`config.mk`:
```
export PLATFORM = sky130hd
export DESIGN_NAME = value_to_heatmap_rgb_core
export DESIGN_NICKNAME = d
export VERILOG_FILES = /design/src/rtl/vthm_pkg.sv /design/src/rtl/vthm_hue.sv /design/src/rtl/vthm_cdiv.sv /design/src/rtl/vthm_hsv.sv /design/src/rtl/value_to_heatmap_rgb_core.sv
export SDC_FILE = /design/constraint.sdc
export NUM_CORES = 2
export LEC_CHECK = 0
export ABC_AREA = 0
export BUFFER_PORTS_ARGS = -buffer_cell sky130_fd_sc_hd__buf_4
export CORE_ASPECT_RATIO = 1.5
export CORE_MARGIN = 3
export CORE_UTILIZATION = 60
export DETAILED_ROUTE_END_ITERATION = 7
export GPL_TIMING_DRIVEN = 0
export MAX_ROUTING_LAYER = met4
export PLACE_DENSITY = 0.76
export RECOVER_POWER = 50
export SLEW_MARGIN = 10
export SYNTH_ARGS = -nofsm -noshare
export SYNTH_HDL_FRONTEND = slang
export SYNTH_SLANG_ARGS = --single-unit
```
`constraint.sdc`:
```
create_clock -name i_clk -period 8.7 [get_ports i_clk]
set_input_delay 1.74 -clock i_clk [delete_from_list [all_inputs] [get_ports i_clk]]
set_output_delay 1.74 -clock i_clk [all_outputs]
set_load 0.02 [all_outputs]
```
`src/rtl/vthm_pkg.sv`:
```
`timescale 1ns / 1ps
// Shared types and constants for the value to heatmap RGB core.
package vthm_pkg;

    localparam int VALUE_W   = 18;
    localparam int CH_W      = 8;
    localparam int CFG_IDX_W = 1;
    localparam int CFG_DAT_W = 1;

    // Accept edge to the edge that samples the result strobe.
    localparam int PIPE_LAT  = 9;

    localparam logic [CFG_IDX_W-1:0] REG_GRAY_MODE   = 1'd0;
    localparam logic [CFG_IDX_W-1:0] REG_INVERT_GRAY = 1'd1;

    // Hue sectors of the HSV wheel, 60 degrees each.
    typedef enum logic [2:0] {
        SEC_RED_YEL = 3'd0,
        SEC_YEL_GRN = 3'd1,
        SEC_GRN_CYN = 3'd2,
        SEC_CYN_BLU = 3'd3,
        SEC_BLU_MAG = 3'd4,
        SEC_MAG_RED = 3'd5
    } t_sector;

    typedef struct packed {
        logic    valid;
        logic    gray;
        logic    cyan_en;
        logic    green_en;
        logic    green_neg;
        t_sector sector;
    } t_ctl;

endpackage

```
`src/rtl/vthm_hue.sv`:
```
`timescale 1ns / 1ps
// Input clamp, hue computation, band stretch and divider numerators (four stages).
module vthm_hue #(
    parameter int FRAC_BITS = 16
) (
    input  logic                               i_clk,
    input  logic                               i_rst_n,
    input  logic                               i_accept,
    input  logic signed [vthm_pkg::VALUE_W-1:0] i_value_in,
    input  logic                               i_gray_mode,
    input  logic                               i_invert_gray,
    output vthm_pkg::t_ctl                     o_ctl,
    output logic [FRAC_BITS+5:0]               o_num_cyan,
    output logic [FRAC_BITS+5:0]               o_num_green,
    output logic [FRAC_BITS+5:0]               o_rem,
    output logic [FRAC_BITS:0]                 o_cgray
);

    localparam int XW    = FRAC_BITS + 1;
    localparam int HW    = FRAC_BITS + 8;
    localparam int NW    = FRAC_BITS + 6;
    localparam int SH_UP = (FRAC_BITS >= 16) ? FRAC_BITS - 16 : 0;
    localparam int SH_DN = (FRAC_BITS < 16) ? 16 - FRAC_BITS : 0;

    localparam logic [XW-1:0] ONE  = {1'b1, {FRAC_BITS{1'b0}}};
    localparam logic [HW-1:0] H35  = HW'(35)  << FRAC_BITS;
    localparam logic [HW-1:0] H50  = HW'(50)  << FRAC_BITS;
    localparam logic [HW-1:0] H57  = HW'(57)  << FRAC_BITS;
    localparam logic [HW-1:0] H60  = HW'(60)  << FRAC_BITS;
    localparam logic [HW-1:0] H100 = HW'(100) << FRAC_BITS;
    localparam logic [HW-1:0] H120 = HW'(120) << FRAC_BITS;
    localparam logic [HW-1:0] H145 = HW'(145) << FRAC_BITS;
    localparam logic [HW-1:0] H157 = HW'(157) << FRAC_BITS;
    localparam logic [HW-1:0] H165 = HW'(165) << FRAC_BITS;
    localparam logic [HW-1:0] H180 = HW'(180) << FRAC_BITS;
    localparam logic [HW-1:0] H215 = HW'(215) << FRAC_BITS;
    localparam logic [HW-1:0] H240 = HW'(240) << FRAC_BITS;

    // stage 1: clamp and scale
    logic [16:0]           clamp_v;
    logic [16+FRAC_BITS:0] scaled;
    logic [XW-1:0]         x_in;
    logic [XW-1:0]         r_s1_x, n_s1_x;
    logic [XW-1:0]         r_s1_cg, n_s1_cg;
    vthm_pkg::t_ctl        r_s1_ctl, n_s1_ctl;

    always_comb begin
        if (i_value_in[vthm_pkg::VALUE_W-1]) begin
            clamp_v = '0;
        end else if (i_value_in[16:0] > 17'd65536) begin
            clamp_v = 17'd65536;
        end else begin
            clamp_v = i_value_in[16:0];
        end
        scaled   = ({{FRAC_BITS{1'b0}}, clamp_v} << SH_UP) >> SH_DN;
        x_in     = scaled[XW-1:0];
        n_s1_x   = x_in;
        n_s1_cg  = i_invert_gray ? x_in : ONE - x_in;
        n_s1_ctl = '0;
        n_s1_ctl.valid = i_accept;
        n_s1_ctl.gray  = i_gray_mode;
    end

    always_ff @(posedge i_clk) begin
        if (!i_rst_n) begin
            r_s1_ctl <= '0;
        end else begin
            r_s1_ctl <= n_s1_ctl;
        end
        r_s1_x  <= n_s1_x;
        r_s1_cg <= n_s1_cg;
    end

    // stage 2: hue = (1 - x) * 192, band flags
    logic [XW-1:0]  dx;
    logic [HW-1:0]  r_s2_h, n_s2_h;
    logic           r_s2_str, n_s2_str;
    logic           r_s2_over, n_s2_over;
    logic [XW-1:0]  r_s2_cg;
    vthm_pkg::t_ctl r_s2_ctl;

    always_comb begin
        dx        = ONE - r_s1_x;
        n_s2_h    = {dx, 7'b0} + HW'({dx, 6'b0});
        n_s2_str  = (n_s2_h >= H145) && (n_s2_h <= H165);
        n_s2_over = n_s2_h > H165;
    end

    always_ff @(posedge i_clk) begin
        if (!i_rst_n) begin
            r_s2_ctl <= '0;
        end else begin
            r_s2_ctl <= r_s1_ctl;
        end
        r_s2_h    <= n_s2_h;
        r_s2_str  <= n_s2_str;
        r_s2_over <= n_s2_over;
        r_s2_cg   <= r_s1_cg;
    end

    // stage 3: stretch cyan band by 3.5, shift hues above it up by 50
    logic [HW-1:0]  dh, seven;
    logic [HW-1:0]  r_s3_h, n_s3_h;
    logic           r_s3_str;
    logic [XW-1:0]  r_s3_cg;
    vthm_pkg::t_ctl r_s3_ctl;

    always_comb begin
        dh    = r_s2_h - H145;
        seven = (dh << 3) - dh;
        if (r_s2_str) begin
            n_s3_h = H145 + (seven >> 1);
        end else if (r_s2_over) begin
            n_s3_h = r_s2_h + H50;
        end else begin
            n_s3_h = r_s2_h;
        end
    end

    always_ff @(posedge i_clk) begin
        if (!i_rst_n) begin
            r_s3_ctl <= '0;
        end else begin
            r_s3_ctl <= r_s2_ctl;
        end
        r_s3_h   <= n_s3_h;
        r_s3_str <= r_s2_str;
        r_s3_cg  <= r_s2_cg;
    end

    // stage 4: dimming numerators, sector and remainder
    logic [HW-1:0]  gd, cd, gmag, cnum, offs, remh;
    logic           gneg;
    vthm_pkg::t_ctl n_s4_ctl, r_s4_ctl;
    logic [NW-1:0]  r_s4_nc, r_s4_ng, r_s4_rem;
    logic [XW-1:0]  r_s4_cg;

    always_comb begin
        gd = (r_s3_h >= H157) ? r_s3_h - H157 : H157 - r_s3_h;
        if (gd <= H57) begin
            gmag = H57 - gd;
            gneg = 1'b0;
        end else begin
            gmag = gd - H57;
            gneg = 1'b1;
        end
        cd   = (r_s3_h >= H180) ? r_s3_h - H180 : H180 - r_s3_h;
        cnum = r_s3_str ? H35 - cd : '0;

        n_s4_ctl           = r_s3_ctl;
        n_s4_ctl.cyan_en   = r_s3_str;
        n_s4_ctl.green_en  = (r_s3_h >= H100) && (r_s3_h <= H215);
        n_s4_ctl.green_neg = gneg;
        if (r_s3_h >= H240) begin
            n_s4_ctl.sector = vthm_pkg::SEC_BLU_MAG;
            offs            = H240;
        end else if (r_s3_h >= H180) begin
            n_s4_ctl.sector = vthm_pkg::SEC_CYN_BLU;
            offs            = H180;
        end else if (r_s3_h >= H120) begin
            n_s4_ctl.sector = vthm_pkg::SEC_GRN_CYN;
            offs            = H120;
        end else if (r_s3_h >= H60) begin
            n_s4_ctl.sector = vthm_pkg::SEC_YEL_GRN;
            offs            = H60;
        end else begin
            n_s4_ctl.sector = vthm_pkg::SEC_RED_YEL;
            offs            = '0;
        end
        remh = r_s3_h - offs;
    end

    always_ff @(posedge i_clk) begin
        if (!i_rst_n) begin
            r_s4_ctl <= '0;
        end else begin
            r_s4_ctl <= n_s4_ctl;
        end
        r_s4_nc  <= cnum[NW-1:0];
        r_s4_ng  <= gmag[NW-1:0];
        r_s4_rem <= remh[NW-1:0];
        r_s4_cg  <= r_s3_cg;
    end

    assign o_ctl       = r_s4_ctl;
    assign o_num_cyan  = r_s4_nc;
    assign o_num_green = r_s4_ng;
    assign o_rem       = r_s4_rem;
    assign o_cgray     = r_s4_cg;

endmodule

```
`src/rtl/vthm_cdiv.sv`:
```
`timescale 1ns / 1ps
// Two-stage divide by a constant: reciprocal multiply, then one correction step.
module vthm_cdiv #(
    parameter int W       = 22,
    parameter int DIVISOR = 175
) (
    input  logic         i_clk,
    input  logic [W-1:0] i_a,
    output logic [W-1:0] o_q
);

    localparam int            PW    = 2 * W;
    localparam logic [W-1:0]  RCP   = W'((64'd1 << W) / DIVISOR);
    localparam logic [W-1:0]  DIV_W = W'(DIVISOR);

    // estimate is exact or one short
    logic [PW-1:0] prod;
    logic [W-1:0]  r_a, r_q0;
    logic [W-1:0]  qd, rr;
    logic [W-1:0]  r_q, n_q;

    always_comb begin
        prod = PW'(i_a) * PW'(RCP);
        qd   = r_q0 * DIV_W;
        rr   = r_a - qd;
        n_q  = (rr >= DIV_W) ? r_q0 + W'(1) : r_q0;
    end

    always_ff @(posedge i_clk) begin
        r_a  <= i_a;
        r_q0 <= prod[PW-1:W];
        r_q  <= n_q;
    end

    assign o_q = r_q;

endmodule

```
`src/rtl/vthm_hsv.sv`:
```
`timescale 1ns / 1ps
// Brightness, HSV sector products and channel scaling (three stages).
module vthm_hsv #(
    parameter int FRAC_BITS = 16
) (
    input  logic                        i_clk,
    input  logic                        i_rst_n,
    input  vthm_pkg::t_ctl              i_ctl,
    input  logic [FRAC_BITS:0]          i_cgray,
    input  logic [FRAC_BITS+5:0]        i_q_cyan,
    input  logic [FRAC_BITS+5:0]        i_q_green,
    input  logic [FRAC_BITS+5:0]        i_q_ff,
    output logic                        o_valid,
    output logic [vthm_pkg::CH_W-1:0]   o_red,
    output logic [vthm_pkg::CH_W-1:0]   o_green,
    output logic [vthm_pkg::CH_W-1:0]   o_blue
);

    localparam int XW = FRAC_BITS + 1;
    localparam int PW = 2 * XW;
    localparam logic [XW-1:0]        ONE   = {1'b1, {FRAC_BITS{1'b0}}};
    localparam logic signed [XW+1:0] ONE_S = $signed({2'b00, ONE});

    function automatic logic [vthm_pkg::CH_W-1:0] to_ch(input logic [XW-1:0] c);
        logic [XW+7:0] p;
        logic [XW+7:0] s;
        p = {c, 8'b0} - (XW+8)'(c);
        s = p >> FRAC_BITS;
        return (s > (XW+8)'(255)) ? 8'hFF : s[7:0];
    endfunction

    // stage 1: v = 1 - cyan dim - green dim (green term is signed)
    logic signed [XW+1:0] tc, tg, sv;
    logic [XW-1:0]        r_v, n_v;
    logic [FRAC_BITS-1:0] r_ff;
    logic [XW-1:0]        r_s1_cg;
    vthm_pkg::t_ctl       r_s1_ctl;

    always_comb begin
        tc = i_ctl.cyan_en ? $signed({2'b00, i_q_cyan[XW-1:0]}) : '0;
        if (!i_ctl.green_en) begin
            tg = '0;
        end else if (i_ctl.green_neg) begin
            tg = -$signed({2'b00, i_q_green[XW-1:0]});
        end else begin
            tg = $signed({2'b00, i_q_green[XW-1:0]});
        end
        sv  = ONE_S - tc - tg;
        n_v = sv[XW+1] ? '0 : sv[XW-1:0];
    end

    always_ff @(posedge i_clk) begin
        if (!i_rst_n) begin
            r_s1_ctl <= '0;
        end else begin
            r_s1_ctl <= i_ctl;
        end
        r_v     <= n_v;
        r_ff    <= i_q_ff[FRAC_BITS-1:0];
        r_s1_cg <= i_cgray;
    end

    // stage 2: t = v*ff, q = v*(1-ff)
    logic [XW-1:0]  omf;
    logic [PW-1:0]  pt, pq;
    logic [XW-1:0]  r_v2, r_t, r_q;
    logic [XW-1:0]  r_s2_cg;
    vthm_pkg::t_ctl r_s2_ctl;

    always_comb begin
        omf = ONE - {1'b0, r_ff};
        pt  = PW'(r_v) * PW'({1'b0, r_ff});
        pq  = PW'(r_v) * PW'(omf);
    end

    always_ff @(posedge i_clk) begin
        if (!i_rst_n) begin
            r_s2_ctl <= '0;
        end else begin
            r_s2_ctl <= r_s1_ctl;
        end
        r_v2    <= r_v;
        r_t     <= pt[FRAC_BITS +: XW];
        r_q     <= pq[FRAC_BITS +: XW];
        r_s2_cg <= r_s1_cg;
    end

    // stage 3: sector select, channel scaling, output register
    logic [XW-1:0]               cr, cg, cb;
    logic                        r_valid;
    logic [vthm_pkg::CH_W-1:0]   r_red, r_green, r_blue;

    always_comb begin
        unique case (r_s2_ctl.sector)
            vthm_pkg::SEC_RED_YEL: begin cr = r_v2; cg = r_t;  cb = '0;   end
            vthm_pkg::SEC_YEL_GRN: begin cr = r_q;  cg = r_v2; cb = '0;   end
            vthm_pkg::SEC_GRN_CYN: begin cr = '0;   cg = r_v2; cb = r_t;  end
            vthm_pkg::SEC_CYN_BLU: begin cr = '0;   cg = r_q;  cb = r_v2; end
            vthm_pkg::SEC_BLU_MAG: begin cr = r_t;  cg = '0;   cb = r_v2; end
            default:               begin cr = r_v2; cg = '0;   cb = r_q;  end
        endcase
        if (r_s2_ctl.gray) begin
            cr = r_s2_cg;
            cg = r_s2_cg;
            cb = r_s2_cg;
        end
    end

    always_ff @(posedge i_clk) begin
        if (!i_rst_n) begin
            r_valid <= 1'b0;
        end else begin
            r_valid <= r_s2_ctl.valid;
        end
        r_red   <= to_ch(cr);
        r_green <= to_ch(cg);
        r_blue  <= to_ch(cb);
    end

    assign o_valid = r_valid;
    assign o_red   = r_red;
    assign o_green = r_green;
    assign o_blue  = r_blue;

endmodule

```
`src/rtl/value_to_heatmap_rgb_core.sv`:
```
`timescale 1ns / 1ps
// A beat accepted with start high and busy low comes back as a result with o_valid.
// Throughput: one beat per cycle out of reset; nine fixed register stages, no loop or shared unit.
// The slowest stages are the reciprocal multiplies and the v*ff products (one each).
// Reset (i_rst_n low, synchronous) clears all valid bits and both config registers;
// busy is high only while reset is held. The receiver cannot stall.
module value_to_heatmap_rgb_core #(
    parameter int FRAC_BITS = 16
) (
    input  logic                                  i_clk,
    input  logic                                  i_rst_n,
    input  logic                                  start,
    output logic                                  busy,
    input  logic signed [vthm_pkg::VALUE_W-1:0]   i_value_in,
    input  logic                                  i_cfg_we,
    input  logic [vthm_pkg::CFG_IDX_W-1:0]        i_cfg_idx,
    input  logic [vthm_pkg::CFG_DAT_W-1:0]        i_cfg_wdata,
    output logic                                  o_valid,
    output logic [vthm_pkg::CH_W-1:0]             o_red,
    output logic [vthm_pkg::CH_W-1:0]             o_green,
    output logic [vthm_pkg::CH_W-1:0]             o_blue
);

    localparam int XW = FRAC_BITS + 1;
    localparam int NW = FRAC_BITS + 6;

    // Config registers. Only bit 0 of the write data counts.
    logic r_gray_mode, n_gray_mode;
    logic r_invert_gray, n_invert_gray;

    always_comb begin
        n_gray_mode   = r_gray_mode;
        n_invert_gray = r_invert_gray;
        if (i_cfg_we) begin
            unique case (i_cfg_idx)
                vthm_pkg::REG_GRAY_MODE:   n_gray_mode   = i_cfg_wdata[0];
                vthm_pkg::REG_INVERT_GRAY: n_invert_gray = i_cfg_wdata[0];
                default: ;
            endcase
        end
    end

    always_ff @(posedge i_clk) begin
        if (!i_rst_n) begin
            r_gray_mode   <= 1'b0;
            r_invert_gray <= 1'b0;
        end else begin
            r_gray_mode   <= n_gray_mode;
            r_invert_gray <= n_invert_gray;
        end
    end

    // No backpressure: every cycle out of reset takes a beat.
    assign busy = ~i_rst_n;

    // Stages 1-4: clamp, hue, stretch, numerators.
    vthm_pkg::t_ctl hue_ctl;
    logic [NW-1:0]  num_cyan, num_green, rem;
    logic [XW-1:0]  hue_cg;

    vthm_hue #(.FRAC_BITS(FRAC_BITS)) u_hue (
        .i_clk         (i_clk),
        .i_rst_n       (i_rst_n),
        .i_accept      (start & ~busy),
        .i_value_in    (i_value_in),
        .i_gray_mode   (r_gray_mode),
        .i_invert_gray (r_invert_gray),
        .o_ctl         (hue_ctl),
        .o_num_cyan    (num_cyan),
        .o_num_green   (num_green),
        .o_rem         (rem),
        .o_cgray       (hue_cg)
    );

    // Stages 5-6: three constant dividers in parallel (/175, /285, /60).
    logic [NW-1:0] q_cyan, q_green, q_ff;

    vthm_cdiv #(.W(NW), .DIVISOR(175)) u_div_cyan (
        .i_clk (i_clk),
        .i_a   (num_cyan),
        .o_q   (q_cyan)
    );

    vthm_cdiv #(.W(NW), .DIVISOR(285)) u_div_green (
        .i_clk (i_clk),
        .i_a   (num_green),
        .o_q   (q_green)
    );

    vthm_cdiv #(.W(NW), .DIVISOR(60)) u_div_ff (
        .i_clk (i_clk),
        .i_a   (rem),
        .o_q   (q_ff)
    );

    // Control and gray level ride alongside the dividers.
    vthm_pkg::t_ctl r_ctl_d [2];
    logic [XW-1:0]  r_cg_d  [2];

    always_ff @(posedge i_clk) begin
        if (!i_rst_n) begin
            r_ctl_d[0] <= '0;
            r_ctl_d[1] <= '0;
        end else begin
            r_ctl_d[0] <= hue_ctl;
            r_ctl_d[1] <= r_ctl_d[0];
        end
        r_cg_d[0] <= hue_cg;
        r_cg_d[1] <= r_cg_d[0];
    end

    // Stages 7-9: brightness, sector products, channels.
    vthm_hsv #(.FRAC_BITS(FRAC_BITS)) u_hsv (
        .i_clk     (i_clk),
        .i_rst_n   (i_rst_n),
        .i_ctl     (r_ctl_d[1]),
        .i_cgray   (r_cg_d[1]),
        .i_q_cyan  (q_cyan),
        .i_q_green (q_green),
        .i_q_ff    (q_ff),
        .o_valid   (o_valid),
        .o_red     (o_red),
        .o_green   (o_green),
        .o_blue    (o_blue)
    );

endmodule

```
## Yosys cells after proc, flatten, opt, wreduce, memory -nomap -nowiden

Memories as Yosys holds them, arrays and structs flattened. A register that Yosys moved wholly into a read port is not among the register bits.
Cells that the tools add are included.

- Memories kept: 2
- Word-level logic and storage cells: 163
- Bits of input ports: 24
- Bits in writable memories: 50
- Bits in registers: 513
- Output and inout port bits: 26

Memory list:

| name | words | bits a word | rd ports | clocked after Yosys merged registers in | write ports | line | RTL |
|---|---|---|---|---|---|---|---|
| r_cg_d | 2 | 17 | 2 | 1 | 2 | value_to_heatmap_rgb_core.sv:98 | `logic [XW-1:0] r_cg_d [2];` |
| r_ctl_d | 2 | 8 | 2 | 0 | 2 | value_to_heatmap_rgb_core.sv:97 | `vthm_pkg::t_ctl r_ctl_d [2];` |

- Mux-type cells: 33
- Reductions and logical operators: 10
- Eq/ne operators: 4
- Multiply operators: 8
- Magnitude comparators: 18
- Add/sub/neg operators: 28
- Bitwise logic cells: 5

Operators by type and width:

| operator | number |
|---|---|
| one-hot mux 17 bit (3 select lines) | 3 |
| two-way mux 22 bit | 6 |
| two-way mux 17 bit | 6 |
| greater-or-equal comparator 24 bit (second input constant) | 4 |
| subtractor 22 bit | 4 |
| subtractor 25 x 17 -> 25 bit | 3 |
| two-way mux 24 bit | 3 |
| subtractor 22 bit (first input constant) | 3 |
| greater-or-equal comparator 24 x 23 -> 1 bit (second input constant) | 2 |
| <= comparator 24 bit (second input constant) | 2 |
| subtractor 24 bit (second input constant) | 2 |
| subtractor 22 bit (second input constant) | 2 |
| multiplier 22 x 17 -> 39 bit (second input constant) | 1 |
| two-way mux 19 bit | 2 |
| multiplier 22 x 15 -> 37 bit (second input constant) | 1 |
| multiplier 22 x 12 -> 34 bit (second input constant) | 1 |
| subtractor 17 bit (first input constant) | 2 |
| multiplier 17 x 16 -> 33 bit | 1 |
| multiplier 17 x 17 -> 33 bit | 1 |
| two-way mux 16 bit | 2 |
| > comparator 9 x 8 -> 1 bit (second input constant) | 3 |
| adder 24 x 22 -> 24 bit (second input constant) | 1 |
| adder 24 x 23 -> 24 bit | 1 |
| adder 24 x 23 -> 24 bit (first input constant) | 1 |
| 34 further kinds | 49 |

## Logic depth before layout (Yosys ltp)

- Depth in word-level cells: 6
- Gate-level depth with buffers: 33
- Depth with buffers taken out: 31

## By module

A second synthesis with hierarchy kept.

- Cells, all modules: 7219
- Area, all modules: 66446.2 µm²

Modules (own cells, without submodules):

| module | cells an instance | times used | area an instance (µm²) | seq. area each (µm²) |
|---|---|---|---|---|
| vthm_hsv | 3038 | 1 | 26354.0 | 3062.9 |
| vthm_cdiv at u_div_cyan | 1297 | 1 | 12478.2 | 1061.0 |
| vthm_hue | 1102 | 1 | 9684.3 | 3743.6 |
| vthm_cdiv at u_div_green | 942 | 1 | 9571.7 | 1021.0 |
| vthm_cdiv at u_div_ff | 761 | 1 | 7153.1 | 1101.1 |
| value_to_heatmap_rgb_core | 79 | 1 | 1204.9 | 1041.0 |

## Worst setup path before layout

No wires, ideal clock.

- Path type: register -> register
- Start: register u_hsv.r_ff[0]
- End: register u_hsv.r_q[16]
- Setup slack: 0.868 ns
- Data required time: 8.628 ns
- Stages on the path, launching flop included: 31
- Period minus slack after synthesis: 7.832 ns
- Setup time: 0.072 ns
- Arrival: 7.760 ns
- Buffers on the path: 2
- Cells stage by stage: dfxtp_1 clkbuf_1 inv_1 ha_1 nand2_1 or3_1 nor3_1 nand2b_1 nor2_1 xnor2_1 clkbuf_1 nand2_1 fa_1 inv_1 fa_1 inv_1 fa_1 inv_1 fa_1 fa_1 fa_1 ha_1 nand4_1 a211oi_1 a2111oi_0 o21ai_0 a211oi_1 o311a_1 a21oi_1 a21oi_1 xnor2_1

- Longest elaborated chain between the ends: 2

RTL lines:

| what | line | RTL |
|---|---|---|
| start: declaration | vthm_hsv.sv:35 | `logic [FRAC_BITS-1:0] r_ff;` |
| start signal: assignment | vthm_hsv.sv:59 | `r_ff <= i_q_ff[FRAC_BITS-1:0];` |
| subtractor 17 x 16 -> 17 bit | vthm_hsv.sv:71 | `omf = ONE - {1'b0, r_ff};` |
| multiplier 17 x 17 -> 33 bit | vthm_hsv.sv:73 | `pq = PW'(r_v) * PW'(omf);` |
| named net u_hsv.pq[32] | vthm_hsv.sv:65 | `logic [PW-1:0] pt, pq;` |
| end signal: assignment | vthm_hsv.sv:84 | `r_q <= pq[FRAC_BITS +: XW];` |
| end: declaration | vthm_hsv.sv:66 | `logic [XW-1:0] r_v2, r_t, r_q;` |

The timed path passes the listed nets, and every way through them passes these cells.
A chain may end at the register's enable or synchronous reset.

## Final worst setup path

- Start: register u_hsv.r_ff[1]
- End: register u_hsv.r_q[16]

Same word-level chain as after synthesis.

==> reports/metrics.cfg <==
[floorplan]
ios=50
die_area_sq_um=102100
die_w_um=261.9
die_y_um=389.9
num_rows=140
core_area_sq_um=97220
start_util_pct=60.62

[timing]
period_minus_slack_ps=8390
setup_viol=0
drv_slew=0
final.period_utilization_pct=96.43
fmax_mhz=119.2
setup_tns_ps=0
relSlewSlack_pct=8.620
hold_slack_ps=303.7
skew_ps=36.78
worst_pin_slew_ps=1358
timing.final.hold_violations=0

[clocking]
path_clk_slew_ps=70
clkSinkCount=535
clock_path_buffers=3
clock-root-buffer=clkbuf_16
clock_latency_ps=640
cts_tree=done
cts_buffers=50
htreeDepth=2

[place]
port_buffers=48
gp_congestion=1.012
dpl_cell_area_sq_um=60900
placedCellCount=7626
hpwl_um=130800

[final_layout]
final_cell_area_sq_um=62870
fin_nets=8054
nFillCells=8026
largest_registers=r_cg_d: 34 flops, u_hue.r_s3_h: 19 flops
largest_register_ffs=34
syn_to_final_growth_pct=6.672
drive_gt1_share_pct=3.308
final_common_cell=inv_1
top_register=r_cg_d
fin_cells=7727
layout_common_cells=1169 x inv_1, 831 x ha_1, 796 x fa_1

[outcome]
status=complete, no violations

[worst_setup_path]
path_class=reg2reg
cp_common_cell=fa_1
required_ps=9260
critPathSlowestCell=fa_1
cp-end-kind=flip-flop
start_kind=flip-flop
slowest_delay_ps=560
cp.arrival_ps=8950
critical_path.max_fanout=10
path_buf_inv=5
cpLargestDelayFamily=adder cells

[drt]
wl_um=156400
drt_iter0_markers=2439
highest_layer=met4
wl_per_cell_um=20.24
drtPass1Iterations=8
wl_met1_um=52560
num_vias=44120
wl_met3_um=7188
post_drt_via_cell_ratio=5.710
antenna_left=0
wl_met2_um=81830
drc=0

[synthesis]
yosysTopAreaCell=fa_1
synth.mux.area_fraction_pct=0.7451
synth_edf_count=0
yosys_warnings=0
synth.net_count=7951
async_reset_ff_share_pct=0
postSynthAreaPerCell_sq_um=9.355
synth-simple-area-share_pct=13.27
synth_fa_ha_area_share_pct=44.68
ys_seq_elements=535
synth_top_family_by_area=adder cells
synth_top_area_share_pct=27.04
ys_seq_area_share_pct=18.17
synth-compound-area-share_pct=9.326
syn_inst=6300
synth_ff_type=dfxtp_1
synth.top_cells.by_area=fa_1 27%, dfxtp_1 18%, ha_1 18%, inv_1 7.4%, nand2_1 3.5%
synth_xor_area_share_pct=5.103
synthesis.area_sq_um=58940
ys_types=91

[global_route]
grt_pass1_vias=47720
grt_max_degree=17
grt_overflow=0
grt_usage_pct=32.44
grt_pass1_wl_um=250200
antenna_found_initial=7

[job]
max_cap_viol_count=0

[worst_hold_path]
hp-class=reg2reg

cells in the mapped netlist (all sizes together), types with 19 or more instances:
cell type,n
o31ai,23
o21a,34
nor2,268
fa,796
a221oi,26
and2,288
a31oi,46
nor4,19
nor3b,24
a211oi,31
nand2b,45
nand4,31
inv,1170
nor3,95
o21ai,149
clkbuf,167
nand2,556
nand3,76
a21oi,195
a21boi,20
xor2,107
mux2i,36
a21o,86
nor2b,44
dfxtp,535
and3,40
a22oi,24
ha,831
or3,26
a22o,20
xnor2,233
area by class of cell:
cell class                 instances  area (sq um)  share of cell area [%]
clock buffer                      67          1395                   2.219
antenna                           10         25.02                 0.03980
clock inverter                    21         287.8                  0.4577
sequential                       535         10710                   17.04
inverter                        1173          4403                   7.003
timing repair buffer              54         390.4                  0.6209
buffer                           181         739.5                   1.176
tap                             1278          1599                   2.543
multi-input combinational       4408         43320                   68.90
per-stage QoR:
stage / setup slack, ps / utilization (%)
2_1_floorplan: 868.0 / -
6_report: 310.5 / 64.67
3_5_place_dp: -1477 / 62.65
4_1_cts: 8.453 / 64.53
5_1_grt: -27.28 / 64.66
3_3_place_gp: -2444 / 62.64
repair_timing:
item,CTS,global route
setup buffers,2,4
hold buffers,0,0
pin swaps,1,2
endpoints found under the setup margin,16,9
gates resized for setup,25,32
kinds of logic (layout without fill, tap and decap cells):
logic type               after synthesis  count (layout)
multiplexers                          43              43
adder cells (fa/ha/maj)             1627            1627
AND/OR/NAND/NOR                     1583            1583
XOR/XNOR                             341             341
flip-flops                           535             535
AO/OA/AOI/OAI                        814             814
other                                  0              10
buffers and inverters               1357            1496
per-layer routing:
metal / up-vias / track usage (%)
li1: 20450 / -
met1: 21590 / 31.58
met2: 1343 / 58.34
met3: 739 / 4.586
met4: 0 / 23.30
met5: - / -
final timing paths:
check | end | from | cells past startpoint | slack (ps)
hold / removal | u_hsv.r_ff[5] | u_div_ff.o_q[5] | 0 | 300
setup / recovery | u_hsv.r_q[16] | u_hsv.r_ff[1] | 30 | 310
hold reg to reg | u_hsv.r_ff[5] | u_div_ff.o_q[5] | 0 | 300
setup reg to reg | u_hsv.r_q[16] | u_hsv.r_ff[1] | 30 | 310
Power is left out: the tool's default activity adds up to more than one toggle a clock period on the data nets, which glitch-free logic cannot reach.
